[config.mk]
export PLATFORM = sky130hd
export DESIGN_NAME = euclid_gcd_unit
export DESIGN_NICKNAME = d
export VERILOG_FILES = /design/src/rtl/egcd_pkg.sv /design/src/rtl/euclid_gcd_unit.sv /design/src/rtl/egcd_rem.sv
export SDC_FILE = /design/constraint.sdc
export NUM_CORES = 1
export LEC_CHECK = 0
export BUFFER_PORTS_ARGS = -buffer_cell sky130_fd_sc_hd__buf_2
export CORE_ASPECT_RATIO = 0.6
export CORE_MARGIN = 3
export CORE_UTILIZATION = 47
export CTS_CLUSTER_SIZE = 12
export DETAILED_ROUTE_END_ITERATION = 16
export PLACE_DENSITY = 0.66
export SYNTH_ARGS = -nofsm -noshare
export SYNTH_HDL_FRONTEND = slang
export SYNTH_SLANG_ARGS = --single-unit
export TNS_END_PERCENT = 100
[constraint.sdc]
create_clock -name i_clk -period 8 [get_ports i_clk]
set_clock_uncertainty 0.2 [all_clocks]
set_input_delay 0.4 -clock i_clk [delete_from_list [all_inputs] [get_ports i_clk]]
set_output_delay 0.4 -clock i_clk [all_outputs]
set_load 0.01 [all_outputs]
[src/rtl/egcd_pkg.sv]
`timescale 1ns / 1ps
// ----------------------------------------------------------------------------
// egcd_pkg
// Shared width constants, state types and the status struct of the GCD unit.
// ----------------------------------------------------------------------------
package egcd_pkg;

    localparam int WIDTH = 32;
    localparam int CNT_W = (WIDTH > 1) ? $clog2(WIDTH) : 1;
    localparam logic [CNT_W-1:0] CNT_LAST = CNT_W'(WIDTH - 1);

    typedef logic [WIDTH-1:0] t_word;

    typedef enum logic {
        REM_IDLE,
        REM_RUN
    } t_rem_state;

    typedef enum logic [1:0] {
        GCD_IDLE,
        GCD_CHECK,
        GCD_WAIT
    } t_gcd_state;

    typedef struct packed {
        logic active;
        logic done;
    } t_rem_status;

endpackage

[src/rtl/euclid_gcd_unit.sv]
`timescale 1ns / 1ps
// ----------------------------------------------------------------------------
// euclid_gcd_unit
// Greatest common divisor of two unsigned words by Euclid's remainder method.
// ----------------------------------------------------------------------------
// Usage: drive i_first_value and i_second_value and raise start while busy is
// low; the operands are taken at that edge and busy rises on the next cycle.
// The result appears on o_divisor for exactly one cycle with o_valid high,
// and busy is low in that same cycle, so a new transaction may start then.
// gcd(a,0) is a and gcd(0,0) is 0.
// Timing: each Euclid step costs one compare in the CHECK state plus a full
// pass of the bit-serial remainder unit; a step where the first operand is
// smaller is a plain swap without the remainder unit. When the second
// operand is zero no step is run and the result follows the CHECK state.
// The single shared remainder subtractor sets the run time.
// Reset returns the sequencer to idle and drops any transaction in flight.
// The receiver cannot stall; the result is simply presented for one cycle.
// ----------------------------------------------------------------------------
module euclid_gcd_unit (
    input  logic            i_clk,
    input  logic            i_rst_n,
    input  logic            start,
    output logic            busy,
    input  egcd_pkg::t_word i_first_value,
    input  egcd_pkg::t_word i_second_value,
    output logic            o_valid,
    output egcd_pkg::t_word o_divisor
);
    import egcd_pkg::*;

    t_gcd_state  r_state, n_state;
    t_word       r_a;
    t_word       r_b;
    t_word       r_div;
    logic        r_valid;

    logic        accept;
    logic        finish;
    logic        swap;
    logic        rem_start;
    logic        rem_take;
    t_word       rem_val;
    t_rem_status rem_stat;

    egcd_rem u_rem (
        .i_clk      (i_clk),
        .i_rst_n    (i_rst_n),
        .i_start    (rem_start),
        .i_dividend (r_a),
        .i_divisor  (r_b),
        .o_rem      (rem_val),
        .o_status   (rem_stat)
    );

    always_comb begin
        n_state = r_state;
        case (r_state)
            GCD_IDLE: begin
                if (start) begin
                    n_state = GCD_CHECK;
                end
            end
            GCD_CHECK: begin
                if (r_b == '0) begin
                    n_state = GCD_IDLE;
                end else if (r_a >= r_b) begin
                    n_state = GCD_WAIT;
                end
            end
            GCD_WAIT: begin
                if (rem_stat.done) begin
                    n_state = GCD_CHECK;
                end
            end
            default: n_state = GCD_IDLE;
        endcase
    end

    // When the first operand is the smaller, its remainder is itself, so
    // the step reduces to a swap without using the remainder unit.
    always_comb begin
        busy      = 1'b1;
        accept    = 1'b0;
        finish    = 1'b0;
        swap      = 1'b0;
        rem_start = 1'b0;
        rem_take  = 1'b0;
        case (r_state)
            GCD_IDLE: begin
                busy   = 1'b0;
                accept = start;
            end
            GCD_CHECK: begin
                finish    = (r_b == '0);
                swap      = (r_b != '0) && (r_a < r_b);
                rem_start = (r_b != '0) && (r_a >= r_b);
            end
            GCD_WAIT: rem_take = rem_stat.done;
            default: busy = 1'b1;
        endcase
    end

    always_ff @(posedge i_clk) begin
        if (!i_rst_n) begin
            r_state <= GCD_IDLE;
            r_valid <= 1'b0;
        end else begin
            r_state <= n_state;
            r_valid <= finish;
        end
    end

    always_ff @(posedge i_clk) begin
        if (accept) begin
            r_a <= i_first_value;
            r_b <= i_second_value;
        end else if (swap || rem_take) begin
            r_a <= r_b;
            r_b <= swap ? r_a : rem_val;
        end
        if (finish) begin
            r_div <= r_a;
        end
    end

    assign o_valid   = r_valid;
    assign o_divisor = r_div;

    a_accept_busy: assert property (@(posedge i_clk) disable iff (!i_rst_n)
        (start && !busy) |=> busy)
        else $error("busy did not rise after an accepted transaction");

    a_valid_idle: assert property (@(posedge i_clk) disable iff (!i_rst_n)
        o_valid |-> !busy)
        else $error("result presented while the sequencer is busy");

    a_valid_pulse: assert property (@(posedge i_clk) disable iff (!i_rst_n)
        o_valid |=> !o_valid)
        else $error("result strobe lasted more than one cycle");

    a_rem_owned: assert property (@(posedge i_clk) disable iff (!i_rst_n)
        (rem_stat.active || rem_stat.done) |-> (r_state == GCD_WAIT))
        else $error("remainder unit active outside the wait state");

    a_rem_nonzero: assert property (@(posedge i_clk) disable iff (!i_rst_n)
        rem_start |-> (r_b != '0))
        else $error("remainder started with a zero divisor");

endmodule

[src/rtl/egcd_rem.sv]
`timescale 1ns / 1ps
// ----------------------------------------------------------------------------
// egcd_rem
// Iterative restoring remainder unit: one dividend bit per cycle through a
// single shared subtractor, over all WIDTH bits of the dividend.
// ----------------------------------------------------------------------------
module egcd_rem (
    input  logic                 i_clk,
    input  logic                 i_rst_n,
    input  logic                 i_start,
    input  egcd_pkg::t_word      i_dividend,
    input  egcd_pkg::t_word      i_divisor,
    output egcd_pkg::t_word      o_rem,
    output egcd_pkg::t_rem_status o_status
);
    import egcd_pkg::*;

    t_rem_state       r_state, n_state;
    t_word            r_dvd;
    t_word            r_dsr;
    t_word            r_rem;
    logic [CNT_W-1:0] r_cnt;
    logic             r_done;

    logic             load;
    logic             step;
    logic [WIDTH:0]   rem_sh;
    logic [WIDTH:0]   diff;
    t_word            rem_next;

    // The partial remainder stays below the divisor, so the shifted value
    // is below twice the divisor and one conditional subtract suffices.
    always_comb begin
        rem_sh   = {r_rem, r_dvd[WIDTH-1]};
        diff     = rem_sh - {1'b0, r_dsr};
        rem_next = diff[WIDTH] ? rem_sh[WIDTH-1:0] : diff[WIDTH-1:0];
    end

    always_comb begin
        n_state = r_state;
        case (r_state)
            REM_IDLE: begin
                if (i_start) begin
                    n_state = REM_RUN;
                end
            end
            REM_RUN: begin
                if (r_cnt == '0) begin
                    n_state = REM_IDLE;
                end
            end
            default: n_state = REM_IDLE;
        endcase
    end

    always_comb begin
        load = 1'b0;
        step = 1'b0;
        case (r_state)
            REM_IDLE: load = i_start;
            REM_RUN:  step = 1'b1;
            default: begin
                load = 1'b0;
                step = 1'b0;
            end
        endcase
    end

    always_ff @(posedge i_clk) begin
        if (!i_rst_n) begin
            r_state <= REM_IDLE;
            r_done  <= 1'b0;
            r_cnt   <= '0;
        end else begin
            r_state <= n_state;
            r_done  <= step && (r_cnt == '0);
            if (load) begin
                r_cnt <= CNT_LAST;
            end else if (step) begin
                r_cnt <= r_cnt - 1'b1;
            end
        end
    end

    always_ff @(posedge i_clk) begin
        if (load) begin
            r_dvd <= i_dividend;
            r_dsr <= i_divisor;
            r_rem <= '0;
        end else if (step) begin
            r_dvd <= {r_dvd[WIDTH-2:0], 1'b0};
            r_rem <= rem_next;
        end
    end

    assign o_rem           = r_rem;
    assign o_status.active = (r_state == REM_RUN);
    assign o_status.done   = r_done;

endmodule
### Word level (Yosys, flattened, before mapping)

Cells that the tools add are included.

* register bits after elaboration: 202
* input port bits: 67
* output and inout port bits: 34
* word-level logic and storage cells: 58

* $add $sub $neg: 2
* magnitude comparators: 2
* equality and inequality tests: 5
* multiplexer cells: 26
* bitwise gates (word level): 1
* reduce and logical (&&, ||, !) cells: 11

Operators with widths (number)
* 32-bit 2-to-1 mux: 8
* 33-bit by 32-bit subtractor with 33-bit output: 1
* 32-bit greater-or-equal comparator: 1
* 32-bit logical NOT: 1
* 32-bit less-than comparator: 1
* 32-bit nonzero test: 1
* 1-bit 2-to-1 mux: 10
* 5-bit 2-to-1 mux: 2
* 2-bit 2-to-1 mux: 4
* 2-bit one-hot mux with 3 select lines: 1
* 5-bit logical NOT: 1
* 5-bit by 1-bit subtractor with 5-bit output, second input constant: 1
* 2-bit nonzero test: 2
* 1-bit logical AND: 3
* 3-bit inequality test, second input constant: 1
* 3-bit AND reduction: 1
* 2-bit by 1-bit equality test with 1-bit output, second input constant: 1
* 2-bit equality test, second input constant: 1
* 2-bit logical NOT: 1
* 2-bit by 1-bit inequality test with 1-bit output, second input constant: 1
* 2-bit inequality test, second input constant: 1
* 1-bit one-hot mux with 2 select lines: 1
* 1-bit logical OR: 1
* 1-bit NOT: 1

### Depth between registers and ports, before layout

Gate-level depths: netlist (run 1).

* depth after elaboration: 6
* depth in mapped cells: 14
* gate-level depth less buffers: 12

### Cells and area by module

A second synthesis (run 1) with hierarchy kept.

* cells, all modules: 1012
* area, all modules: 10875.4 µm²

Modules (own cells, without submodules)
* egcd_rem: times used 1, cells an instance 539, area each 5655.4 µm²
* euclid_gcd_unit: times used 1, cells an instance 473, area each 5220.0 µm²

### Least setup slack after synthesis (run 1)

OpenSTA, ideal clock, no wires.

* path kind: in2reg
* from: input port start
* to: register r_a[0], enable pin
* library setup time: 0.574 ns
* data arrival time: 4.980 ns
* setup slack: 2.245 ns
* cell stages on the path: 2
* path buffers: 0
* cells stage by stage: mux2i_1 -> o21ai_0

* cells in the longest elaborated chain, start to end: 2

Ends and longest elaborated chain
* start, declared: RTL line euclid_gcd_unit.sv:22 `input logic start,`
* 1-bit 2-to-1 mux: RTL line euclid_gcd_unit.sv:88 `case (r_state)`
* 2-bit nonzero test (no source line)
* end signal, assigned: RTL line euclid_gcd_unit.sv:115 `r_a <= i_first_value;`
* end signal, assigned: RTL line euclid_gcd_unit.sv:118 `r_a <= r_b;`
* end, declared: RTL line euclid_gcd_unit.sv:32 `t_word r_a;`

No other way between the ends.
A chain may end at the register's enable or synchronous reset.

### Worst setup path after layout (run 1)

* from: register r_a[9]
* to: register u_rem.r_rem[27], in the netlist u_rem.o_rem[27]

* cells in the longest elaborated chain, start to end: 4

Ends and longest elaborated chain
* 32-bit greater-or-equal comparator: RTL line euclid_gcd_unit.sv:96 `rem_start = (r_b != '0) && (r_a >= r_b);`
* 1-bit logical AND: RTL line euclid_gcd_unit.sv:96
* 1-bit 2-to-1 mux: RTL line euclid_gcd_unit.sv:88
* 1-bit 2-to-1 mux: RTL line egcd_rem.sv:59 `case (r_state)`
* end signal, assigned: RTL line egcd_rem.sv:92 `r_rem <= rem_next;`
* end, declared: RTL line egcd_rem.sv:21 `t_word r_rem;`

No other way between the ends.

==> flow_metrics.env, run 1 <==
export IMPL_utilization_pct=57.5
export IMPL_synth_flop_cell="edfxtp_1"
export IMPL_wirelength_um=29200
export IMPL_core_area_um2=22400
export IMPL_ff2ff_setup_slack_ns=3.53
export IMPL_multi_input_area_um2=4730
export IMPL_crit_required_ns=8.20
export IMPL_dr_total_vias=8152
export IMPL_dp_cells=1345
export IMPL_tightest_slew_ns=1.07
export IMPL_clk_latency_ns=0.52
export IMPL_numCtsBuffers=22
export IMPL_hold_class="input port to register"
export IMPL_setup_viol=0
export IMPL_vdd_ir_drop_max_mv=0.194
export IMPL_track_usage_pct=23.0
export IMPL_cts_tree="done"
export IMPL_rr_startpoint="r_a[9]"
export IMPL_p_per_area_nw_per_um2=413
export IMPL_finalNonFillerCells=1429
export IMPL_clockBufferDepth=3
export IMPL_grt_antenna_before_repair=0
export IMPL_synth_seq_cells=202
export IMPL_worstHoldEndpoint="r_b[22]"
export IMPL_grt_overflow_total=0
export IMPL_die_y_um=124
export IMPL_cts_root_buffer="clkbuf_16"
export IMPL_synth_area_leaders="edfxtp_1 44%, dfxtp_1 7.7%, ha_1 7.6%"
export IMPL_whs_path_depth=3
export IMPL_synth_async_reset_ratio_pct=0
export IMPL_clock_sinks=202
export IMPL_crit_type="register to register"
export IMPL_slew_headroom_pct=28.4
export IMPL_synth_top_area_share_pct=44.2
export IMPL_grt_max_degree=68
export IMPL_io_pins=101
export IMPL_fillCellCount=1905
export IMPL_die_area_um2=25000
export IMPL_critPathMaxFanout=40
export IMPL_wl_per_cell_um=20.4
export IMPL_port_buffers=100
export IMPL_drc=0
export IMPL_synth_area_um2=10900
export IMPL_post_dp_hpwl_um=20200
export IMPL_row_count=42
export IMPL_die_x_um=202
export IMPL_cap_violations=0
export IMPL_yosys_warnings=0
export IMPL_seq_area_um2=5650
export IMPL_min_from="i_second_value[22]"
export IMPL_worstPathArrival_ns=4.67
export IMPL_num_antenna_cells=0
export IMPL_rsz0062_at_grt="false"
export IMPL_fmax_ghz=0.223
export IMPL_status="finished, final reports clean"
export IMPL_nets=1247
export IMPL_firstDrtPassIters=5
export IMPL_synth_cell_types=68
export IMPL_area_growth_pct=18.5
export IMPL_grt_first_pass_wirelength_um=44600
export IMPL_p_leak_nw=5.33
export IMPL_critPathLaunchType="register"
export IMPL_endpoint_kind="register"
export IMPL_yosysSeqAreaShare_pct=52.0
export IMPL_finalCriticalPeriod_ns=4.47
export IMPL_synth_edf_count=160
export IMPL_dr_first_iter_drc_count=980
export IMPL_via_per_inst=5.70
export IMPL_netlist_instances=972
export IMPL_cts_max_level=1
export IMPL_globalplace_congestion=0.867
export IMPL_timing_rr_end="u_rem.o_rem[27]"
export IMPL_tns_ns=0
export IMPL_synth_avg_cell_area_um2=11.2
export IMPL_syn_nets=1106
export IMPL_clk_pin_slew_ns=0.06
export IMPL_grt_pass1_vias=7587
export IMPL_ant_nets=0
export IMPL_cts_resized=0
export IMPL_r2r_cells=10
export IMPL_initial_core_util_pct=48.5
export IMPL_slew_viol_final=0
export IMPL_yosysTopAreaCell="edfxtp_1"
export IMPL_drive_above_1_share_pct=18.6
export IMPL_fin_crit_sh_pct=55.9
export IMPL_hold_viol=0
[per-layer routing]
metal / vias to the layer above / share of wire, % / routed length, µm / GRT usage [%]
met4: 0 / 1.4 / 400 / 3.80
met5: - / 0 / 0 / 0
met1: 3955 / 50 / 14700 / 37.6
met3: 32 / 10 / 3030 / 6.79
met2: 321 / 38 / 11000 / 29.8
li1: 3844 / - / - / -
[worst max-delay path by stage]
stage                     cells after the start         endpoint   start  slack (ns)
after floorplan                               2           r_a[0]   start        2.25
after detailed placement                     10  u_rem.o_rem[27]  r_a[9]        3.52
final                                        10  u_rem.o_rem[27]  r_a[9]        3.53
after global routing                         10  u_rem.o_rem[27]  r_a[9]        3.20
after global placement                       10    u_rem.r_state  r_a[9]        3.54
after CTS                                    10  u_rem.o_rem[27]  r_a[9]        3.43
[worst max-delay path, stage by stage, from the launching register on]
cell and delay [ns]:
edfxtp_1 0.44, ha_1 0.34, a21o_1 0.18, a21o_1 0.17, a21oi_1 0.20, o21a_1 0.17
o221ai_1 0.14, a221o_1 0.41, o21bai_4 0.78, nand2b_2 0.82, o221ai_1 0.47
[report_power, final]
part	switching [W]	internal, W
clock network	0.000405	0.000612
logic	0.00129	0.000875
registers	0.000410	0.00173
total	0.00210	0.00322
[kinds of logic (layout without fill, tap and decap cells)]
group                    count (synthesis)  count (layout)  share of synthesized area, %
AO/OA/AOI/OAI                          216             216                          13.8
XOR/XNOR                                30              30                          2.42
adder cells (fa/ha/maj)                 67              67                          7.79
buffers and inverters                  126             275                          4.85
flip-flops                             202             202                          52.0
multiplexers                            83              83                          8.03
AND/OR/NAND/NOR                        248             248                          11.1
[cell usage after synthesis, types with 5 or more instances]
cell type,count
a21o_1,21
a21oi_1,33
a221oi_1,5
a31oi_1,10
and3_1,8
buf_1,5
buf_2,7
buf_6,5
clkbuf_1,25
dfxtp_1,42
edfxtp_1,160
ha_1,66
inv_1,82
mux2_2,33
mux2i_1,50
nand2_1,122
nand2b_1,9
nand3_1,15
nand3_2,7
nand4_1,13
nor2_1,27
nor2b_1,9
nor3_1,6
nor4_1,10
o21a_1,7
o21ai_0,82
o221ai_1,11
o221ai_2,12
xnor2_1,16
xor2_1,14
[registers in the layout (all words and copies together), names as in the netlist]
name and count:
o_divisor 32, r_a 32, r_b 32, u_rem.o_rem 32
u_rem.r_dsr 32, u_rem.r_dvd 32, u_rem.r_cnt 5, r_state 2
o_valid 1, u_rem.r_done 1, u_rem.r_state 1
[cell type report]
| cell class | instances | area share [%] |
|---|---|---|
| sequential | 202 | 43.9 |
| multi-input combinational | 644 | 36.7 |
| timing repair buffer | 161 | 8.46 |
| clock buffer | 26 | 4.50 |
| tap | 308 | 2.99 |
| inverter | 82 | 2.39 |
| clock inverter | 6 | 1.03 |
[layout by cell type, fill, tap and decap left out, types with 11 or more instances in the layout]
| cell | n |
|---|---|
| clkbuf_16 | 22 |
| o221ai_2 | 12 |
| mux2_2 | 33 |
| ha_1 | 66 |
| o221ai_1 | 11 |
| nand4_1 | 13 |
| xor2_1 | 14 |
| a21oi_1 | 33 |
| buf_2 | 100 |
| nand2_1 | 122 |
| nor2_1 | 25 |
| dfxtp_1 | 41 |
| inv_1 | 82 |
| edfxtp_1 | 160 |
| mux2i_1 | 50 |
| dlygate4sd3_1 | 52 |
| nand3_1 | 15 |
| a21o_1 | 21 |
| o21ai_0 | 81 |
| xnor2_1 | 15 |
[stage by stage]
stage	hold WS, ns	cell area (µm²)	setup WS (ns)	total power [W]
3_3_place_gp	0.235	11600	3.54	0.00421
6_report	0.00687	12900	3.53	0.00532
3_5_place_dp	0.237	11600	3.52	0.00424
2_1_floorplan	0.226	10900	2.25	0.00364
4_1_cts	0.000451	12900	3.43	0.00530
5_1_grt	0.00747	12900	3.20	0.00565
[timing repair]
action / CTS / global route
endpoints found under the hold margin: 53 / 0
hold buffers: 52 / 0
buffers inserted: 0 / 0
Note: power is estimated with default switching activity, not from simulation.
==> run 2, diff against run 1 <==
--- a/config.mk
+++ b/config.mk
@@ -11,7 +11,7 @@
 export CORE_UTILIZATION = 47
 export CTS_CLUSTER_SIZE = 12
 export DETAILED_ROUTE_END_ITERATION = 16
-export PLACE_DENSITY = 0.66
+export PLACE_DENSITY = 0.68
 export SYNTH_ARGS = -nofsm -noshare
 export SYNTH_HDL_FRONTEND = slang
 export SYNTH_SLANG_ARGS = --single-unit
==> constraint.sdc (replaced) <==
create_clock -name i_clk -period 4 [get_ports i_clk]
set_clock_uncertainty 0.2 [all_clocks]
set_input_delay 0.2 -clock i_clk [delete_from_list [all_inputs] [get_ports i_clk]]
set_output_delay 0.2 -clock i_clk [all_outputs]
set_load 0.01 [all_outputs]
==> flow_metrics.env, run 2 (synthesis results as in run 1) <==
export IMPL_status="finished, final reports clean"
export IMPL_core_area_um2=22400
export IMPL_cts_setup_buffers=0
export IMPL_via_per_inst=5.72
export IMPL_dpl_instance_area_um2=11800
export IMPL_critPathLaunch="r_b[5]"
export IMPL_layout_setup_ws_ns=0.234
export IMPL_post_dp_hpwl_um=21100
export IMPL_ant_nets=0
export IMPL_wirelength_um=29900
export IMPL_rr_startpoint="r_b[5]"
export IMPL_initial_core_util_pct=48.5
export IMPL_die_y_um=124
export IMPL_finalCriticalPeriod_ns=3.77
export IMPL_die_area_um2=25000
export IMPL_row_count=42
export IMPL_tns_ns=0
export IMPL_final_common_cell="edfxtp_1"
export IMPL_io_pins=101
export IMPL_globalplace_congestion=0.932
export IMPL_endpoint_kind="register"
export IMPL_cts_hold_buffers=65
export IMPL_cts_max_level=1
export IMPL_grt_overflow_total=0
export IMPL_grt_pass1_vias=7735
export IMPL_area_growth_pct=20.6
export IMPL_critPathMaxFanout=33
export IMPL_drive_above_1_share_pct=18.7
export IMPL_hold_class="input port to register"
export IMPL_clk_latency_ns=0.51
export IMPL_cts_resized=0
export IMPL_final_cell_area_um2=13100
export IMPL_p_leak_nw=5.43
export IMPL_rsz0062_at_grt="false"
export IMPL_setup_viol=0
export IMPL_vdd_ir_drop_max_mv=0.432
export IMPL_drc=0
export IMPL_num_antenna_cells=0
export IMPL_nets=1269
export IMPL_fmax_ghz=0.266
export IMPL_whs_ns=0.0787
export IMPL_wl_per_cell_um=20.5
export IMPL_worstPathArrival_ns=3.78
export IMPL_track_usage_pct=23.5
export IMPL_tightest_slew_ns=1.00
export IMPL_hold_viol=0
export IMPL_slew_headroom_pct=33.0
export IMPL_final_cell_mix="160 x edfxtp_1, 122 x nand2_1, 100 x buf_2"
export IMPL_p_per_area_nw_per_um2=821
export IMPL_grt_max_degree=45
export IMPL_critPathLaunchType="register"
export IMPL_slowest_stage="edfxtp_1"
export IMPL_cts_tree="done"
export IMPL_crit_required_ns=4.01
export IMPL_cp_cell_sequence="inv_1, ha_1, a21o_1, a21o_1, a21oi_1, o21a_1, o221ai_1, a221o_1, or2_2, buf_4, a21oi_1, o21ai_0"
export IMPL_slew_viol_final=0
export IMPL_cap_violations=0
export IMPL_die_x_um=202
export IMPL_max_stage_delay_ns=0.45
export IMPL_pre_cts_slack_ns=0.328
export IMPL_port_buffers=100
export IMPL_clk_pin_slew_ns=0.06
export IMPL_numCtsBuffers=21
export IMPL_cts_root_buffer="clkbuf_16"
export IMPL_crit_type="register to register"
export IMPL_firstDrtPassIters=6
export IMPL_fin_crit_sh_pct=94.1
export IMPL_fillCellCount=1828
export IMPL_grt_antenna_before_repair=0
export IMPL_clockBufferDepth=3
export IMPL_dr_total_vias=8340
export IMPL_dr_first_iter_drc_count=959
export IMPL_clock_sinks=202
export IMPL_grt_first_pass_wirelength_um=45600
export IMPL_min_from="start"
## run 2: cell types whose count changed in the layout (fill, tap and decap cells not counted)
cell / change
dlygate4sd3_1: +13
clkbuf_1: +10
buf_12: +7
buf_4: +3
bufinv_16: -2
clkbuf_8: +2
clkbuf_16: -1
clkbuf_4: -1
clkinv_1: -1
clkinv_16: -1
## run 2: per-layer routing
metal / routed length, µm / vias up / track usage (%)
met5: 0 / - / 0
met4: 303 / 0 / 3.63
met3: 3360 / 31 / 6.27
met2: 11300 / 371 / 30.3
met1: 14900 / 4036 / 39.0
li1: - / 3902 / -
## run 2: stage by stage
step	utilization, %	total power, W	std cells
global placement	52.7	0.00863	1355
detailed placement	52.7	0.00869	1355
floorplan	-	0.00724	972
global route	58.5	0.0114	1458
finish	58.5	0.0108	1458
CTS	58.5	0.0107	1458
## run 2: critical path, delay by kind of cell (launching register included)
| kind | cells | cell delay [ns] |
|---|---|---|
| AOI/OAI and AO/OA | 8 | 1.76 |
| buffers and inverters | 2 | 0.46 |
| DFF | 1 | 0.45 |
| and+or+nand+nor | 1 | 0.34 |
| adders and majority gates | 1 | 0.26 |
## run 2: final timing paths
kind | to | slack, ns | cells past startpoint
max | r_b[0] | 0.23 | 12
min | r_state[0] | 0.08 | 4
max reg2reg | r_b[0] | 0.23 | 12
min reg2reg | o_divisor[0] | 0.27 | 0
## run 2: where the power goes
part           switching, W  internal, W  total (W)
Clock              0.000791      0.00110    0.00189
Sequential         0.000790      0.00344    0.00423
Combinational       0.00271      0.00192    0.00463
Total               0.00429      0.00646     0.0108
## run 2: layout make-up
| class | count | area, µm² | share of cell area, % |
|---|---|---|---|
| Inverter | 82 | 308 | 2.35 |
| Clock inverter | 2 | 38.8 | 0.296 |
| Tap cell | 308 | 385 | 2.94 |
| Timing Repair Buffer | 184 | 1380 | 10.5 |
| Multi-Input combinational cell | 644 | 4730 | 36.1 |
| Clock buffer | 36 | 612 | 4.67 |
| Sequential cell | 202 | 5650 | 43.1 |
==> run 3, diff against run 2 <==
--- a/config.mk
+++ b/config.mk
@@ -12,7 +12,9 @@
 export CTS_CLUSTER_SIZE = 12
 export DETAILED_ROUTE_END_ITERATION = 16
 export PLACE_DENSITY = 0.68
+export SETUP_SLACK_MARGIN = 0.5
 export SYNTH_ARGS = -nofsm -noshare
 export SYNTH_HDL_FRONTEND = slang
+export SYNTH_HIERARCHICAL = 1
 export SYNTH_SLANG_ARGS = --single-unit
 export TNS_END_PERCENT = 100
==> flow_metrics.env, run 3 <==
export IMPL_rr_startpoint="r_b[15]"
export IMPL_drc=0
export IMPL_area_growth_pct=25.7
export IMPL_wirelength_um=33400
export IMPL_netlist_instances=1011
export IMPL_endpoint_kind="register"
export IMPL_critPathLaunchType="register"
export IMPL_synth_avg_cell_area_um2=10.7
export IMPL_die_x_um=202
export IMPL_cts_root_buffer="clkbuf_16"
export IMPL_cp_cell_sequence="inv_1, ha_4, nand4_1, nor4_4, a21boi_4, o31a_1, o21bai_2, inv_1, inv_2, nor2_4, clkbuf_16, buf_8, mux2_2"
export IMPL_cts_max_level=1
export IMPL_grt_pass1_vias=8116
export IMPL_multi_input_area_um2=4930
export IMPL_crit_top_cell="inv_1"
export IMPL_tightest_slew_ns=1.15
export IMPL_fin_crit_sh_pct=88.7
export IMPL_synth_area_um2=10900
export IMPL_via_per_inst=5.98
export IMPL_utilization_pct=61.0
export IMPL_cts_tree="done"
export IMPL_slowest_stage="edfxtp_1"
export IMPL_hold_viol=0
export IMPL_clk_pin_slew_ns=0.06
export IMPL_grt_first_pass_wirelength_um=47500
export IMPL_critPathTopFamily="simple AND/OR/NAND/NOR gates"
export IMPL_max_stage_delay_ns=0.42
export IMPL_die_y_um=124
export IMPL_p_per_area_nw_per_um2=809
export IMPL_nets=1332
export IMPL_syn_nets=1145
export IMPL_slew_headroom_pct=23.5
export IMPL_grt_antenna_before_repair=0
export IMPL_setup_viol=0
export IMPL_worstPathArrival_ns=3.61
export IMPL_io_pins=101
export IMPL_power_w=0.0111
export IMPL_numCtsBuffers=21
export IMPL_final_common_cell="edfxtp_1"
export IMPL_r2r_cells=13
export IMPL_row_count=42
export IMPL_drive_above_1_share_pct=20.9
export IMPL_vdd_ir_drop_max_mv=0.524
export IMPL_tns_ns=0
export IMPL_seq_area_um2=5650
export IMPL_clockBufferDepth=3
export IMPL_hold_class="input port to register"
export IMPL_clock_sinks=202
export IMPL_crit_required_ns=4.06
export IMPL_dp_cells=1376
export IMPL_min_from="i_second_value[13]"
export IMPL_firstDrtPassIters=5
export IMPL_ff2ff_setup_slack_ns=0.45
export IMPL_dr_first_iter_drc_count=1247
export IMPL_p_leak_nw=5.57
export IMPL_worstHoldEndpoint="r_b[13]"
export IMPL_grt_overflow_total=0
export IMPL_critPathMaxFanout=7
export IMPL_cp_buffers_inverters=5
export IMPL_port_buffers=100
export IMPL_post_dp_hpwl_um=21300
export IMPL_cap_violations=0
export IMPL_fillCellCount=1794
export IMPL_fmax_ghz=0.282
export IMPL_crit_type="register to register"
export IMPL_clk_latency_ns=0.51
export IMPL_status="finished, final reports clean"
export IMPL_globalplace_congestion=0.911
export IMPL_wl_per_cell_um=21.9
export IMPL_finalCriticalPeriod_ns=3.55
export IMPL_yosys_warnings=6
export IMPL_num_antenna_cells=0
export IMPL_grt_max_degree=66
export IMPL_track_usage_pct=24.5
export IMPL_final_cell_mix="160 x edfxtp_1, 131 x nand2_1, 100 x buf_2"
export IMPL_rsz0062_at_grt="true"
export IMPL_ant_nets=0
export IMPL_slew_viol_final=0
export IMPL_whs_path_depth=3
export IMPL_dr_total_vias=9093
export IMPL_die_area_um2=25000
export IMPL_initial_core_util_pct=48.5
export IMPL_timing_rr_end="u_rem/r_dvd[31]"
export IMPL_finalNonFillerCells=1521
export IMPL_core_area_um2=22400
[run 3: cell count changes in the layout (fill, tap and decap cells not counted), sizes merged, moves of 7 or more]
cell / previous run / this run
a32oi: 0 / 7
and3: 8 / 35
mux2i: 50 / 1
a311o: 0 / 32
a21oi: 33 / 46
a22o: 2 / 21
nand2: 122 / 133
nand3: 22 / 15
o221ai: 23 / 0
buf: 119 / 152
a21o: 21 / 8
nor4: 10 / 43
[run 3: worst register-to-register path, stage by stage (launching register included)]
cell,delay [ns]
edfxtp_1,0.42
inv_1,0.13
ha_4,0.29
nand4_1,0.18
nor4_4,0.39
a21boi_4,0.25
o31a_1,0.30
o21bai_2,0.12
inv_1,0.09
inv_2,0.06
nor2_4,0.20
clkbuf_16,0.19
buf_8,0.14
mux2_2,0.34
[run 3: layout make-up]
type                            instances  area share (%)
Clock inverter                          3           0.128
Tap cell                              308            2.82
Multi-Input combinational cell        675            36.1
Clock buffer                           35            4.45
Timing Repair Buffer                  220            13.0
Sequential cell                       202            41.3
Inverter                               78            2.17
[run 3: worst max-delay path by stage]
stage,start,cells after the start,slack (ns),to
after floorplan,r_a[14],15,0.50,u_rem/o_rem[31]
after global placement,r_a[14],9,0.12,r_a[30]
after detailed placement,r_a[14],9,0.005,r_a[24]
after CTS,r_b[7],10,0.49,r_b[26]
after global routing,r_b[15],13,0.42,u_rem/r_dvd[15]
final,r_b[15],13,0.45,u_rem/r_dvd[31]
[run 3: where the power goes]
group / internal [W] / total, W / switching (W)
logic: 0.00213 / 0.00502 / 0.00289
registers: 0.00341 / 0.00419 / 0.000779
clock network: 0.00103 / 0.00184 / 0.000808
total: 0.00657 / 0.0111 / 0.00448
[run 3: per-stage QoR]
stage                     hold slack (ns)  worst slack, ns  area [µm²]
after floorplan                     0.114            0.505       10900
after global placement              0.266            0.117       11700
after detailed placement            0.271          0.00530       11700
after CTS                         0.00353            0.489       13000
after global routing              0.00662            0.418       13700
final                              0.0223            0.451       13700
[run 3: routing by layer]
| layer | global-route usage (%) | share of wire [%] | vias up |
|---|---|---|---|
| met2 | 32.4 | 39 | 527 |
| met4 | 6.05 | 2.8 | 0 |
| met3 | 5.59 | 12 | 68 |
| met5 | 0 | 0 | - |
| met1 | 39.7 | 46 | 4346 |
| li1 | - | - | 4152 |
[run 3: timing repair]
| item | in CTS | in global routing |
|---|---|---|
| cloned | 0 | 7 |
| setup buffers | 11 | 27 |
| pin swaps | 1 | 11 |
| setup endpoints to repair | 213 | 195 |
| resized for setup | 10 | 51 |
| endpoints found under the hold margin | 71 | 0 |
| hold buffers | 62 | 0 |
